===== src/hdl/tlov_pkg.sv =====
`timescale 1ns / 1ps
// Shared constants, types and command/status structs of the voxel bit store.
package tlov_pkg;

  localparam int MAX_VOXELS = 4096;
  localparam int NSLICES    = (MAX_VOXELS + 7) / 8;
  localparam int SLICE_W    = $clog2(NSLICES);
  localparam int VOX_W      = SLICE_W + 3;
  localparam int CFG_W      = 13;
  localparam int CRD_W      = 12;
  localparam int PROD_W     = CFG_W + CRD_W;
  localparam int ADR1_W     = PROD_W + 1;
  localparam int ADR2_W     = PROD_W + 2;

  localparam logic [2:0] REQ_SET   = 3'd0;
  localparam logic [2:0] REQ_GET   = 3'd1;
  localparam logic [2:0] REQ_DEPTH = 3'd2;
  localparam logic [2:0] REQ_OPT   = 3'd3;
  localparam logic [2:0] REQ_CLR   = 3'd4;

  localparam logic [1:0] CFG_SIZE_X     = 2'd0;
  localparam logic [1:0] CFG_LAYER_SIZE = 2'd1;
  localparam logic [1:0] CFG_SIZE_Z     = 2'd2;

  localparam logic [1:0] LVL_VOXEL = 2'd0;
  localparam logic [1:0] LVL_SUB   = 2'd1;
  localparam logic [1:0] LVL_SSUB  = 2'd2;

  typedef enum logic [3:0] {
    ST_IDLE, ST_ADR1, ST_ADR2, ST_CHK, ST_EXEC, ST_FILL, ST_CLR,
    ST_ORD, ST_OROW, ST_OSRD, ST_OSCK, ST_OWR
  } tlov_state_t;

  typedef enum logic [1:0] {RES_EXEC, RES_ERR, RES_ZERO} res_sel_t;

  typedef struct packed {
    logic               capture;
    logic               addr1;
    logic               addr2;
    logic               row_rd;
    logic               ss_rd;
    logic               use_idx;
    logic               exec;
    logic               fill;
    logic               clr_wr;
    logic               uni_upd;
    logic               opt_wr;
    logic               resp;
    res_sel_t           res_sel;
    logic [SLICE_W-1:0] idx;
    logic [2:0]         j;
  } tlov_cmd_t;

  typedef struct packed {
    logic [2:0] req;
    logic       range_err;
    logic       need_fill;
    logic       row_present;
    logic       row_split1;
    logic       row_split2;
  } tlov_sts_t;

endpackage


===== src/hdl/tlov_ctrl.sv =====
`timescale 1ns / 1ps
// Sequencer of the voxel bit store: request flow, sweeps and result strobe.
module tlov_ctrl (
  input  logic                clk,
  input  logic                rst_n,
  input  logic                start,
  input  tlov_pkg::tlov_sts_t sts,
  output tlov_pkg::tlov_cmd_t cmd,
  output logic                busy
);
  import tlov_pkg::*;

  tlov_state_t        state_r, state_nxt;
  logic [SLICE_W-1:0] idx_r, idx_nxt;
  logic [2:0]         j_r, j_nxt;
  logic               clr_pend_r, clr_pend_nxt;
  logic               last_idx;
  logic               opt_split;

  assign last_idx  = (idx_r == SLICE_W'(NSLICES - 1));
  assign opt_split = sts.row_present & sts.row_split1;
  assign busy      = (state_r != ST_IDLE);

  always_ff @(posedge clk) begin
    if (!rst_n) begin
      state_r    <= ST_CLR;
      idx_r      <= '0;
      j_r        <= '0;
      clr_pend_r <= 1'b0;
    end else begin
      state_r    <= state_nxt;
      idx_r      <= idx_nxt;
      j_r        <= j_nxt;
      clr_pend_r <= clr_pend_nxt;
    end
  end

  // next state
  always_comb begin
    state_nxt    = state_r;
    idx_nxt      = idx_r;
    j_nxt        = j_r;
    clr_pend_nxt = clr_pend_r;
    unique case (state_r)
      ST_IDLE: if (start) state_nxt = ST_ADR1;
      ST_ADR1: begin
        unique case (sts.req) inside
          REQ_SET, REQ_GET, REQ_DEPTH: state_nxt = ST_ADR2;
          REQ_OPT: begin
            state_nxt = ST_ORD;
            idx_nxt   = '0;
          end
          REQ_CLR: begin
            state_nxt    = ST_CLR;
            idx_nxt      = '0;
            clr_pend_nxt = 1'b1;
          end
          default: state_nxt = ST_IDLE;
        endcase
      end
      ST_ADR2: state_nxt = ST_CHK;
      ST_CHK:  state_nxt = sts.range_err ? ST_IDLE : ST_EXEC;
      ST_EXEC: begin
        if (sts.need_fill) begin
          state_nxt = ST_FILL;
          j_nxt     = '0;
        end else begin
          state_nxt = ST_IDLE;
        end
      end
      ST_FILL: begin
        if (j_r == 3'd7) state_nxt = ST_IDLE;
        else j_nxt = j_r + 3'd1;
      end
      ST_CLR: begin
        if (last_idx) begin
          state_nxt    = ST_IDLE;
          clr_pend_nxt = 1'b0;
        end else begin
          idx_nxt = idx_r + 1'b1;
        end
      end
      ST_ORD: state_nxt = ST_OROW;
      ST_OROW: begin
        if (opt_split) begin
          state_nxt = sts.row_split2 ? ST_OSRD : ST_OWR;
          j_nxt     = '0;
        end else if (last_idx) begin
          state_nxt = ST_IDLE;
        end else begin
          state_nxt = ST_ORD;
          idx_nxt   = idx_r + 1'b1;
        end
      end
      ST_OSRD: state_nxt = ST_OSCK;
      ST_OSCK: begin
        if (j_r == 3'd7) begin
          state_nxt = ST_OWR;
        end else begin
          state_nxt = ST_OSRD;
          j_nxt     = j_r + 3'd1;
        end
      end
      ST_OWR: begin
        if (last_idx) begin
          state_nxt = ST_IDLE;
        end else begin
          state_nxt = ST_ORD;
          idx_nxt   = idx_r + 1'b1;
        end
      end
      default: state_nxt = ST_IDLE;
    endcase
  end

  // commands
  always_comb begin
    cmd         = '0;
    cmd.res_sel = RES_ZERO;
    cmd.idx     = idx_r;
    cmd.j       = j_r;
    unique case (state_r)
      ST_IDLE: cmd.capture = start;
      ST_ADR1: begin
        cmd.addr1 = 1'b1;
        unique case (sts.req) inside
          REQ_SET, REQ_GET, REQ_DEPTH, REQ_OPT, REQ_CLR: cmd.resp = 1'b0;
          default: cmd.resp = 1'b1;
        endcase
      end
      ST_ADR2: cmd.addr2 = 1'b1;
      ST_CHK: begin
        if (sts.range_err) begin
          cmd.resp    = 1'b1;
          cmd.res_sel = RES_ERR;
        end else begin
          cmd.row_rd = 1'b1;
          cmd.ss_rd  = 1'b1;
        end
      end
      ST_EXEC: begin
        cmd.exec    = 1'b1;
        cmd.resp    = !sts.need_fill;
        cmd.res_sel = RES_EXEC;
      end
      ST_FILL: begin
        cmd.fill    = 1'b1;
        cmd.resp    = (j_r == 3'd7);
        cmd.res_sel = RES_EXEC;
      end
      ST_CLR: begin
        cmd.clr_wr  = 1'b1;
        cmd.use_idx = 1'b1;
        cmd.resp    = last_idx & clr_pend_r;
      end
      ST_ORD: begin
        cmd.row_rd  = 1'b1;
        cmd.use_idx = 1'b1;
      end
      ST_OROW: begin
        cmd.use_idx = 1'b1;
        cmd.resp    = !opt_split & last_idx;
      end
      ST_OSRD: begin
        cmd.ss_rd   = 1'b1;
        cmd.use_idx = 1'b1;
      end
      ST_OSCK: cmd.uni_upd = 1'b1;
      ST_OWR: begin
        cmd.opt_wr  = 1'b1;
        cmd.use_idx = 1'b1;
        cmd.resp    = last_idx;
      end
      default: cmd.resp = 1'b0;
    endcase
  end

endmodule


===== config.mk =====
export PLATFORM = sky130hd
export DESIGN_NAME = tlov_ctrl
export DESIGN_NICKNAME = d
export VERILOG_FILES = /design/src/hdl/tlov_pkg.sv /design/src/hdl/tlov_ctrl.sv
export SDC_FILE = /design/constraint.sdc
export NUM_CORES = 1
export LEC_CHECK = 0
export ABC_CLOCK_PERIOD_IN_PS = 5600
export BUFFER_PORTS_ARGS = -buffer_cell sky130_fd_sc_hd__buf_2
export CORE_ASPECT_RATIO = 0.5
export CORE_MARGIN = 4
export CORE_UTILIZATION = 35
export CTS_CLUSTER_DIAMETER = 40
export DETAILED_ROUTE_END_ITERATION = 10
export SLEW_MARGIN = 20
export SYNTH_ARGS = -nofsm -noshare
export SYNTH_HDL_FRONTEND = slang
export SYNTH_SLANG_ARGS = --single-unit

===== constraint.sdc =====
create_clock -name clk -period 5.6 [get_ports clk]
set_input_delay 0.56 -clock clk [delete_from_list [all_inputs] [get_ports clk]]
set_output_delay 0.56 -clock clk [all_outputs]
set_load 0.02 [all_outputs]

==> impl_summary.md <==
Status
The flow ran to the end, and the final reports show no timing, DRC or antenna violations.

Yosys
Of all flip-flops after synthesis, the portion carrying an async set or reset was 0%. The number of enable flip-flop cells after synthesis is 0. The area of the mapped netlist is 1260 sq um. The flop and latch count out of synthesis is 17.

The number of nets in the synthesized netlist is 192. After Yosys synthesis, and, or, nand and nor cells account for 34.7% of the synthesized area. The warning count from the yosys run is 0. The count of mapped cells out of synthesis is 177. Of the post-synthesis cell area, the part taken by muxes is 0.891%. The synthesized netlist devotes 25.5% of its cell area to compound gates. The synthesized-area fraction occupied by xor and xnor cells is 0.693%. In the synthesized netlist the dominant register cell turns out to be sky130_fd_sc_hd__dfxtp_1.

The synthesized netlist contains 42 unique library cells. The adder-cell share of the synthesized area is 3.96%. The post-synthesis average cell area is 7.14 sq um. Of the synthesized area, sequential elements account for 26.9%. The main combinational cell family by area after synthesis is simple AND/OR/NAND/NOR gates.

Floorplanning
From left edge to right edge, the die measures 93.0 um. 38 I/O pins were placed. The area enclosed by the die boundary is 4690 sq um.

The core region is 3450 sq um. The initial utilization of the core area, before any placement, comes to 36.6%. The vertical extent of the die is 50.5 um.

The initialized floorplan defines 15 standard-cell rows.

Global routing
The via count of the first global-routing pass was 1122. Entering global routing, the biggest net connects 27 pins. The sum of overflow across all layers after global routing is 0. The initial antenna violation count came to 0. Global routing used 14.3% of the available tracks. The first global-routing pass estimated 5360 um of wire.

Detailed routing
Across all layers, the routed design uses 1365 vias. The number of nets with antenna violations after detailed routing is 0. After detailed routing, the number of vias per cell comes to 5.29.

Wire segments on met2 add up to 1450 um in the final route. The starting DRC count in detailed routing is 51. The met1 wire length is 1600 um.

The met3 wire length is 239 um. After detailed routing, the number of remaining DRC violations is 0. The highest signal layer in the routed design is met4. The number of detailed-route iterations in the first pass is 4.

The average wire length per cell after detail routing is 13.0 um. The routed wire length is 3360 um.

STA
Setup repair after global routing left no endpoint under its margin. Across the routed clock network, the largest skew measured is 0.00461 ns. The number of failing hold endpoints at the final stage is 0.

Setup violations remaining at the end of the flow were counted as 0. For the pin with the worst max-slew slack, the measured transition is 0.799 ns. The clock period could shrink to 2.56 ns.

The number of pins with negative max-slew slack in the final report is 0. The maximum frequency from static timing analysis is 390 MHz. After routing, the total negative slack on setup checks comes to 0 ns. Headroom to the max-slew limit came out at 46.7%. The share of the cycle needed by the critical path after routing is 45.8%.

CTS
The clock sink count is 17. The level count of the clock H-tree is 1. The post-cts hold buffer count is 0. The clock reaches the later pin of the worst-skew pair after 0.26 ns. The number of gates given a new drive strength after cts is 0. After clock tree synthesis, the clock-pin slew on the worst setup and hold paths is 0.07 ns. The root buffer cell chosen for the clock tree is sky130_fd_sc_hd__clkbuf_8.

Counting the buffers created by CTS gives 3. TritonCTS built the clock tree. The buffer depth of the longest clock path is 2. After clock tree synthesis, the setup repair step added 0 buffers.

Layout
The commonest non-fill, non-tap cell in the layout is sky130_fd_sc_hd__buf_2. The fraction of final layout cells with drive strength greater than 1 is 21.3%. The repair_antennas step left the layout with diodes totalling 0.

The layout-stage area growth over the synthesis result is 18.4%. In the layout the commonest cells are sky130_fd_sc_hd__buf_2, sky130_fd_sc_hd__nand2_1, sky130_fd_sc_hd__nor2_1. The final net count is 223.

Hold path
The path with the worst hold slack has its endpoint at clr_pend_r. The startpoint identified for the worst hold timing path is clr_pend_r. The path class of the lowest-slack min-delay path is flop to flop.

Counting instances, the worst hold path has a depth of 1.

Power
The design draws 621 uW. In this run the power density over the cells is 415 nW/um^2. For this design the static power due to leakage is 0.000651 uW. The worst-case IR drop observed on VDD is 0.000132 V.

Setup path
The required time at the endpoint of the critical path is 5.04 ns. Of all nets on the critical path, the largest fanout is 26. The critical path start-end classification is flop to output pin. The worst reg2reg path endpoint is idx_r[7]. The worst setup path is captured at an output pin. STA classifies the critical path startpoint as a flop. For the worst setup path, the data arrival time is 2.00 ns. The worst register-to-register path has a depth of 10. The startpoint of the most critical register-to-register path is idx_r[0]. The register-to-register path setup slack is 3.11 ns.

Placement
Routability-driven placement finished with a final weighted congestion of 0.854. The total of buffers placed on input and output ports is 37. After legalization and detailed placement, the total HPWL measured 2550 um.

Flow run
Max-cap violations in this run came to 0.
[flip-flops by register name, summed over array words and instances, names as in the netlist]
register    cells
idx_r           9
state_r         4
j_r             3
clr_pend_r      1
[stage by stage]
| stage | instances | instance area, sq um | hold WS (ns) | setup slack (ns) | util, % |
|---|---|---|---|---|---|
| 6_report | 258 | 1500 | 0.501 | 3.04 | 43.3 |
| 5_1_grt | 258 | 1500 | 0.513 | 2.89 | 43.3 |
| 4_1_cts | 258 | 1500 | 0.500 | 3.03 | 43.3 |
| 3_5_place_dp | 254 | 1450 | 0.482 | 3.13 | 42.0 |
| 3_3_place_gp | 254 | 1450 | 0.475 | 3.21 | 42.0 |
| 2_1_floorplan | 177 | 1260 | 0.464 | 3.32 | - |
[cells by family (layout without fill, tap and decap cells)]
logic type,count (synthesis),in the layout
xor gates and xnor gates,1,1
and+or+nand+nor,83,83
DFF,17,17
AOI/OAI and AO/OA,52,52
adders and majority gates,4,4
muxes,1,1
buffers and inverters,19,49
[power by group]
| part | leakage [uW] | switching (uW) | total (uW) | internal (uW) |
|---|---|---|---|---|
| Clock | 0.0000255 | 45.3 | 94.8 | 49.4 |
| Combinational | 0.000487 | 195 | 313 | 118 |
| Sequential | 0.000138 | 73.2 | 213 | 140 |
| Total | 0.000651 | 313 | 621 | 308 |
[cells in the mapped netlist, types with 4 or more instances]
master                     number  area [sq um]
sky130_fd_sc_hd__o21ai_0       16          80.1
sky130_fd_sc_hd__dfxtp_1       17           340
sky130_fd_sc_hd__nand2_1       21          78.8
sky130_fd_sc_hd__o31ai_1        5          37.5
sky130_fd_sc_hd__nand3_1       10          50.1
sky130_fd_sc_hd__a21oi_1       14          70.1
sky130_fd_sc_hd__inv_1          8          30.0
sky130_fd_sc_hd__nand2b_1       4          25.0
sky130_fd_sc_hd__or3_1          4          25.0
sky130_fd_sc_hd__and3_1         4          25.0
sky130_fd_sc_hd__ha_1           4          50.1
sky130_fd_sc_hd__clkbuf_1       5          18.8
sky130_fd_sc_hd__nor2_1        20          75.1
[worst max-delay path by stage]
stage / cells after the start / start / slack [ns] / end
after floorplan: 11 / idx_r[0] / 3.32 / idx_r[0]
after global placement: 10 / idx_r[0] / 3.21 / idx_r[7]
after detailed placement: 10 / idx_r[0] / 3.13 / idx_r[7]
after CTS: 4 / state_r[0] / 3.03 / cmd[14]
after global routing: 4 / state_r[0] / 2.89 / cmd[14]
final: 4 / state_r[0] / 3.04 / cmd[14]
[layout make-up]
type                       instances  area [sq um]
clock inverter                     1          5.00
inverter                           8          30.0
timing repair buffer              37           185
sequential                        17           340
tap                               51          63.8
clock buffer                       3          41.3
multi-input combinational        141           831
fill                             375          1960
[critical path, cell delays in order (launching register included)]
cell                       delay [ns]
sky130_fd_sc_hd__dfxtp_1         0.84
sky130_fd_sc_hd__nor4b_4         0.47
sky130_fd_sc_hd__o211ai_1        0.16
sky130_fd_sc_hd__nand3_1         0.11
sky130_fd_sc_hd__buf_2           0.16
[metal layers]
metal  vias up  track usage (%)
met4         0             5.11
met2        37             22.2
met5         -                0
li1        704                -
met3         7             4.64
met1       617             18.6
Power figures use the tool's default switching activity.
